**src/rtl/irds_pkg.sv**
```systemverilog
// Shared types and constants for the irrigation run and dose sequencer.
// Item structs for both channels, event kinds and run state codes.
// No dependencies.
`timescale 1ns / 1ps

package irds_pkg;

   localparam int ELAPSED_W = 17;
   localparam int TIME_W    = 32;

   localparam logic [ELAPSED_W-1:0] ELAPSED_MAX = '1;
   localparam logic [7:0]           TICK_DELTA_RESET = 8'd5;

   localparam logic [2:0] KIND_TICK    = 3'd0;
   localparam logic [2:0] KIND_POWER   = 3'd1;
   localparam logic [2:0] KIND_START   = 3'd2;
   localparam logic [2:0] KIND_MANUAL  = 3'd3;
   localparam logic [2:0] KIND_RELEASE = 3'd4;

   localparam logic [1:0] RUN_IDLE  = 2'd0;
   localparam logic [1:0] RUN_RUN   = 2'd1;
   localparam logic [1:0] RUN_PAUSE = 2'd2;

   localparam logic [1:0] DOSE_AT_START = 2'd0;
   localparam logic [1:0] DOSE_AT_MID   = 2'd1;
   localparam logic [1:0] DOSE_AT_END   = 2'd2;

   typedef struct packed {
      logic [2:0]           kind;
      logic [TIME_W-1:0]    now_sec;
      logic                 power_ok;
      logic [7:0]           valve_mask;
      logic [ELAPSED_W-1:0] run_target_sec;
      logic                 dose_enable;
      logic [1:0]           dose_timing;
      logic [ELAPSED_W-1:0] dose_duration_sec;
      logic                 keep_dosing;
   } req_item_type;

   typedef struct packed {
      logic [7:0]           valves;
      logic                 dosing_on;
      logic [1:0]           run_state;
      logic [ELAPSED_W-1:0] elapsed_sec;
      logic                 sequence_done;
      logic                 clock_resync;
      logic                 queued_pending;
   } rsp_item_type;

   typedef struct packed {
      logic [7:0]           valves;
      logic [ELAPSED_W-1:0] target;
      logic                 dose_en;
      logic [1:0]           timing;
      logic [ELAPSED_W-1:0] dose_len;
   } seq_type;

endpackage

```
**src/rtl/irrigation_run_dose_sequencer_unit.sv**
```systemverilog
// Irrigation run and dose sequencer, top level.
// Stages: input register, then state update and result register.
// Throughput: one item per cycle when the result side is not stalled.
// Stall on the result side holds both stages; the input side stalls only when both are full.
// Reset (synchronous, active high): idle, no tick seen, power present, relays off,
// queue empty, tick gap limit 5; both stages empty.
`timescale 1ns / 1ps

module irrigation_run_dose_sequencer_unit #(
   parameter int VALVE_BITS = 8
) (
   input  logic                    clock,
   input  logic                    reset,
   input  logic                    req_valid,
   output logic                    req_stall,
   input  irds_pkg::req_item_type  req_item,
   output logic                    rsp_valid,
   input  logic                    rsp_stall,
   output irds_pkg::rsp_item_type  rsp_item,
   input  logic                    csr_wr_en,
   input  logic [7:0]              csr_wr_data
);
   import irds_pkg::*;

   localparam logic [7:0] VALVE_KEEP =
      (VALVE_BITS >= 8) ? 8'hFF : 8'((64'd1 << VALVE_BITS) - 64'd1);

   logic                 advance;
   logic                 in_valid_ff, in_valid_in;
   req_item_type         in_item_ff;
   logic                 rsp_valid_ff, rsp_valid_in;
   rsp_item_type         rsp_item_ff, rsp_item_in;
   logic [7:0]           max_delta_ff;

   logic [1:0]           mode_ff, mode_in;
   logic [TIME_W-1:0]    last_tick_ff, last_tick_in;
   logic [ELAPSED_W-1:0] elapsed_ff, elapsed_in;
   logic                 power_ff, power_in;
   seq_type              active_ff, active_in;
   logic                 queued_valid_ff, queued_valid_in;
   seq_type              queued_ff, queued_in;
   logic [7:0]           valve_drive_ff, valve_drive_in;
   logic                 dose_drive_ff, dose_drive_in;

   assign advance   = !rsp_valid_ff || !rsp_stall;
   assign req_stall = in_valid_ff && !advance;
   assign rsp_valid = rsp_valid_ff;
   assign rsp_item  = rsp_item_ff;

   assign in_valid_in  = (advance || !in_valid_ff) ? req_valid : in_valid_ff;
   assign rsp_valid_in = advance ? in_valid_ff : rsp_valid_ff;

   always_comb begin
      seq_type              req_seq;
      logic [TIME_W-1:0]    base;
      logic [TIME_W-1:0]    gap;
      logic [ELAPSED_W:0]   sum;
      logic [ELAPSED_W-1:0] new_elapsed;
      logic [ELAPSED_W-1:0] open;
      logic [ELAPSED_W:0]   close;
      logic                 done;
      logic                 resync;

      req_seq.valves   = in_item_ff.valve_mask & VALVE_KEEP;
      req_seq.target   = in_item_ff.run_target_sec;
      req_seq.dose_en  = in_item_ff.dose_enable;
      req_seq.timing   = in_item_ff.dose_timing;
      req_seq.dose_len = in_item_ff.dose_duration_sec;

      mode_in         = mode_ff;
      last_tick_in    = last_tick_ff;
      elapsed_in      = elapsed_ff;
      power_in        = power_ff;
      active_in       = active_ff;
      queued_valid_in = queued_valid_ff;
      queued_in       = queued_ff;
      valve_drive_in  = valve_drive_ff;
      dose_drive_in   = dose_drive_ff;
      done            = 1'b0;
      resync          = 1'b0;

      base = (last_tick_ff == '0) ? in_item_ff.now_sec : last_tick_ff;
      gap  = in_item_ff.now_sec - base;
      sum  = {1'b0, elapsed_ff} + {{(ELAPSED_W - 7){1'b0}}, gap[7:0]};
      new_elapsed = sum[ELAPSED_W] ? ELAPSED_MAX : sum[ELAPSED_W-1:0];

      case (active_ff.timing)
         DOSE_AT_MID: open = active_ff.target >> 1;
         DOSE_AT_END: open = (active_ff.target > active_ff.dose_len) ?
                             (active_ff.target - active_ff.dose_len) : '0;
         default:     open = '0;
      endcase
      close = {1'b0, open} + {1'b0, active_ff.dose_len};

      case (in_item_ff.kind)
         KIND_TICK: begin
            last_tick_in = in_item_ff.now_sec;
            if (gap > {24'd0, max_delta_ff}) begin
               resync = 1'b1;
            end else if (mode_ff == RUN_RUN && gap != '0) begin
               elapsed_in    = new_elapsed;
               dose_drive_in = active_ff.dose_en && (new_elapsed >= open) &&
                               ({1'b0, new_elapsed} < close);
               if (new_elapsed >= active_ff.target) begin
                  done           = 1'b1;
                  valve_drive_in = '0;
                  dose_drive_in  = 1'b0;
                  mode_in        = RUN_IDLE;
                  if (queued_valid_ff) begin
                     queued_valid_in = 1'b0;
                     active_in       = queued_ff;
                     elapsed_in      = '0;
                     mode_in         = RUN_RUN;
                     valve_drive_in  = queued_ff.valves;
                  end
               end
            end
         end
         KIND_POWER: begin
            if (in_item_ff.power_ok != power_ff) begin
               power_in = in_item_ff.power_ok;
               if (!in_item_ff.power_ok) begin
                  if (mode_ff == RUN_RUN) begin
                     valve_drive_in = '0;
                     dose_drive_in  = 1'b0;
                     mode_in        = RUN_PAUSE;
                  end
               end else if (mode_ff == RUN_PAUSE) begin
                  valve_drive_in = active_ff.valves;
                  mode_in        = RUN_RUN;
               end
            end
         end
         KIND_START: begin
            if (mode_ff == RUN_IDLE) begin
               active_in      = req_seq;
               elapsed_in     = '0;
               mode_in        = RUN_RUN;
               valve_drive_in = req_seq.valves;
            end else begin
               queued_in       = req_seq;
               queued_valid_in = 1'b1;
            end
         end
         KIND_MANUAL: begin
            valve_drive_in = req_seq.valves;
            if (!in_item_ff.keep_dosing) begin
               dose_drive_in = 1'b0;
            end
         end
         KIND_RELEASE: begin
            if (mode_ff == RUN_RUN) begin
               valve_drive_in = active_ff.valves;
            end else begin
               valve_drive_in = '0;
               dose_drive_in  = 1'b0;
            end
         end
         default: begin
         end
      endcase

      rsp_item_in.valves         = valve_drive_in;
      rsp_item_in.dosing_on      = dose_drive_in;
      rsp_item_in.run_state      = mode_in;
      rsp_item_in.elapsed_sec    = elapsed_in;
      rsp_item_in.sequence_done  = done;
      rsp_item_in.clock_resync   = resync;
      rsp_item_in.queued_pending = queued_valid_in;
   end

   always_ff @(posedge clock) begin
      if (reset) begin
         in_valid_ff     <= 1'b0;
         rsp_valid_ff    <= 1'b0;
         max_delta_ff    <= TICK_DELTA_RESET;
         mode_ff         <= RUN_IDLE;
         last_tick_ff    <= '0;
         elapsed_ff      <= '0;
         power_ff        <= 1'b1;
         active_ff       <= '0;
         queued_valid_ff <= 1'b0;
         queued_ff       <= '0;
         valve_drive_ff  <= '0;
         dose_drive_ff   <= 1'b0;
      end else begin
         in_valid_ff  <= in_valid_in;
         rsp_valid_ff <= rsp_valid_in;
         if (csr_wr_en) begin
            max_delta_ff <= csr_wr_data;
         end
         if (advance && in_valid_ff) begin
            mode_ff         <= mode_in;
            last_tick_ff    <= last_tick_in;
            elapsed_ff      <= elapsed_in;
            power_ff        <= power_in;
            active_ff       <= active_in;
            queued_valid_ff <= queued_valid_in;
            queued_ff       <= queued_in;
            valve_drive_ff  <= valve_drive_in;
            dose_drive_ff   <= dose_drive_in;
         end
      end
   end

   always_ff @(posedge clock) begin
      if (advance || !in_valid_ff) begin
         in_item_ff <= req_item;
      end
      if (advance) begin
         rsp_item_ff <= rsp_item_in;
      end
   end

endmodule

```
**config.mk**
```make
export PLATFORM = sky130hd
export DESIGN_NAME = irrigation_run_dose_sequencer_unit
export DESIGN_NICKNAME = d
export VERILOG_FILES = /design/src/rtl/irds_pkg.sv /design/src/rtl/irrigation_run_dose_sequencer_unit.sv
export SDC_FILE = /design/constraint.sdc
export NUM_CORES = 1
export LEC_CHECK = 0
export ABC_AREA = 1
export BUFFER_PORTS_ARGS = -buffer_cell sky130_fd_sc_hd__buf_2
export CORE_AREA = 4 4 178 180
export CTS_CLUSTER_SIZE = 12
export DETAILED_ROUTE_END_ITERATION = 10
export DIE_AREA = 0 0 182 184
export PLACE_DENSITY = 0.84
export SETUP_SLACK_MARGIN = 0.4
export SLEW_MARGIN = 20
export SYNTH_ARGS = -nofsm -noshare
export SYNTH_HDL_FRONTEND = slang
export SYNTH_SLANG_ARGS = --single-unit
```
**constraint.sdc**
```tcl
create_clock -name clock -period 15.75 [get_ports clock]
set_input_delay 3.15 -clock clock [delete_from_list [all_inputs] [get_ports clock]]
set_output_delay 3.15 -clock clock [all_outputs]
set_load 0.005 [all_outputs]
```
==> impl_results.md <==
- Placer Congestion: ~1.0
- Net Count, Synth: ~2700
- Die ar.: 33500 um2
- Ranking of synthesized cells by area: edfxtp_1 (19%), dfxtp_1 (18%), nand2_1 (12%), ha_1 (9.3%), inv_1 (7.4%)
- Port Buffers: 127
- Largest net degree at the start of global routing: 91
- Final Max Slew Viols: 0
- Design Power: 2.19 mW
- Clk slew on worst S/H paths: 0.07 ns
- Final instance area: 19600 um2
- Post-synth top area share: a little under a fifth
- Placeable core area: 30200 um2
- Max VDD drop: about 0.1 mV
- Post_cts resized: 0
- Main synth FF type: dfxtp_1
- Row count: between 60 and 70
- Max incr delay on CP: 0.63 ns
- Final ANT Viol Nets: 0
- WL final: 45800 um
- Ant diodes: 0
- Clock Skews: 0.0213 ns
- Setup slack, reg-to-reg: 8.32 ns
- DPL Wire Length: around 35000 um
- Minimum clock period after layout: 7.43 ns
- Detailed Routing Iterations Pass 1: 6
- Worst-path maximum fanout: 90
- Via Count: 16700
- Final setup TNS: 0 ns
- Synthesized area per cell: approximately 7.2 um2
- Post-synth cell types: 47
- Worst Path Arrival: 7.92 ns
- Worst slew margin: 34.4%
- R2R cell count: 35
- Hold_sp: in_valid_ff
- R2R Path End: active_ff[36]
- GRT Overall Usage: 26.6%
- Cell type with the highest aggregate area in the netlist: edfxtp_1
- Setup Buffers After CTS: 0
- Share of cells above drive strength 1: 8.22%
- Least-Margin Pin Slew: 0.983 ns
- Outcome: finished, final reports clean
- Hold Path Class: reg -> reg
- Tcrit/Tclk final: approximately 47%
- Fmax: 0.135 GHz
- Startpoint Class: flop
- #FFs+latches synth: between 200 and 300
- Clock buffer depth: 3
- WHS Path Cells: 2
- Initial antenna violation count: 0
- CTS root buf: clkbuf_16
- Util after Layout: 65.0%
- Hold EP: rsp_valid
- Hold slack: 0.477 ns
- Lkg Pwr: 9.80 nW
- Unrepaired setup endpoints after global routing: no
- Clock sinks: 275
- Chip width: 182 um
- Post-synthesis cell area: 17800 um2
- Top cell by count, worst path: nand2_1
- Async SR Flop Fraction: 0%
- Post-synth EDFFs: 113
- # IOs: approximately 130
- Worst Setup End Kind: flop
- Ys Warns: 0
- Slowest cell on the critical path: buf_4
- Setup violators final: 0
- Pwr Density: 111 nW/um2
- CP Class: reg -> reg
- Clk_lat worst skew: 0.57 ns
- Placed Area: 18700 um2
- Synth Instances: ~2500
- DIE HEIGHT: 184 um
- Initial DRC count: 1435
- CTS Buf Count: 29
- Detailed-route DRC error count: 0
- Nets: 2814
- Area Overhead vs Synth: 10.2%
- Vias in the first global route: roughly 16000
- Total grt overflow: 0
- Global-route wire length before repair: 74600 um
- Initial Util: 59.0%
- Fin. Hold Viols: 0
- Vias per Instance: 5.56
- Critical R2R Launch: last_tick_ff[2]
- Critical path required time: 16.24 ns
- WL/cell: 15.3 um
- Count of hold-fix buffers inserted at cts: 0
- Htree depth: 1
- Seq/Total Area, Yosys: 37.3%
- Max-cap check violation count: 0
- CTS tree: done
-- worst max-delay path by stage --
stage / endpoint / slack, ns / startpoint
global placement: req_stall / 8.63 / rsp_stall
CTS: active_ff[36] / 8.43 / last_tick_ff[2]
global route: elapsed_ff[12] / 7.51 / last_tick_ff[10]
finish: active_ff[36] / 8.32 / last_tick_ff[2]
floorplan: req_stall / 8.50 / rsp_stall
detailed placement: elapsed_ff[14] / 8.50 / last_tick_ff[2]
-- cell usage after synthesis, types with 3 or more instances --
| library cell | number |
|---|---|
| o22ai_1 | 7 |
| o21ai_1 | 49 |
| o31ai_1 | 5 |
| nor4_1 | 3 |
| xnor2_1 | 11 |
| nand2_1 | 546 |
| xor2_1 | 28 |
| clkbuf_1 | 57 |
| o21bai_1 | 4 |
| nand2_2 | 4 |
| o211ai_1 | 6 |
| a221oi_1 | 4 |
| mux2i_1 | 44 |
| a211oi_1 | 3 |
| nand3_1 | 129 |
| nor2_2 | 4 |
| o21ai_0 | 172 |
| clkinv_1 | 3 |
| nor3_1 | 21 |
| buf_2 | 5 |
| a21oi_1 | 210 |
| buf_6 | 5 |
| and3_1 | 4 |
| fa_1 | 4 |
| dfxtp_1 | 162 |
| inv_2 | 8 |
| or2_2 | 8 |
| and2_1 | 3 |
| inv_1 | 353 |
| a21o_1 | 3 |
| nand4_1 | 42 |
| a31oi_1 | 7 |
| edfxtp_1 | 113 |
| nand3b_1 | 6 |
| nor2_1 | 300 |
| ha_1 | 133 |
-- kinds of logic after synthesis --
group                      count (synthesis)  share of synthesized area (%)
and+or+nand+nor                         1077                           25.1
AOI/OAI and AO/OA                        476                           14.0
buffers and inverters                    434                           9.41
DFF                                      275                           37.3
adders and majority gates                137                           9.79
muxes                                     44                           2.47
xor gates and xnor gates                  39                           1.92
-- registers in the layout, indices dropped and copies added (netlist names) --
register / flops
in_item_ff: 82
active_ff: 45
queued_ff: 45
last_tick_ff: 32
rsp_item: 31
elapsed_ff: 17
max_delta_ff: 8
valve_drive_ff: 8
mode_ff: 2
dose_drive_ff: 1
in_valid_ff: 1
power_ff: 1
queued_valid_ff: 1
rsp_valid: 1
-- power by group --
part | switching [mW] | internal (mW)
clock network | 0.276 | 0.373
logic | 0.479 | 0.258
registers | 0.0236 | 0.778
-- metrics by stage --
step           cells  setup slack [ns]
5_1_grt         3000              7.51
4_1_cts         3000              8.43
2_1_floorplan   2482              8.50
3_5_place_dp    2947              8.50
6_report        3000              8.32
3_3_place_gp    2947              8.63
-- cells in the final DEF (no fill, tap or decap), drive strengths merged, types with 6 or more instances in the layout --
cell type,instances
nand2,550
inv,362
nor2,306
o21ai,221
a21oi,210
dfxtp,162
buf,139
ha,133
nand3,130
edfxtp,113
clkbuf,46
mux2i,44
nand4,42
xor2,28
nor3,23
xnor2,11
or2,8
a31oi,7
o22ai,7
clkinv,7
nand3b,6
o211ai,6
-- layer usage --
layer / vias up / global-route usage [%] / wire, um
li1: 8380 / - / -
met1: 7622 / 36.3 / 20400
met2: 578 / 43.3 / 20500
met3: 93 / 4.41 / 3370
met4: 0 / 8.83 / 1460
met5: - / 0 / 0
-- critical path: cells and delay by family, from the launching register on --
family / cells / cell delay [ns]
AND/OR/NAND/NOR: 17 / 2.33
AO/OA/AOI/OAI: 9 / 1.95
buffers and inverters: 4 / 1.18
adder cells (fa/ha/maj): 4 / 1.13
flip-flops: 1 / 0.33
XOR/XNOR: 1 / 0.29
-- layout make-up --
type | count | area [um2]
fill | 2652 | 10600
multi-input combinational | 1773 | 9510
sequential | 275 | 6640
inverter | 364 | 1370
clock buffer | 46 | 820
timing repair buffer | 139 | 726
tap | 396 | 495
clock inverter | 7 | 77.6
(Power assumes the default switching activity.)
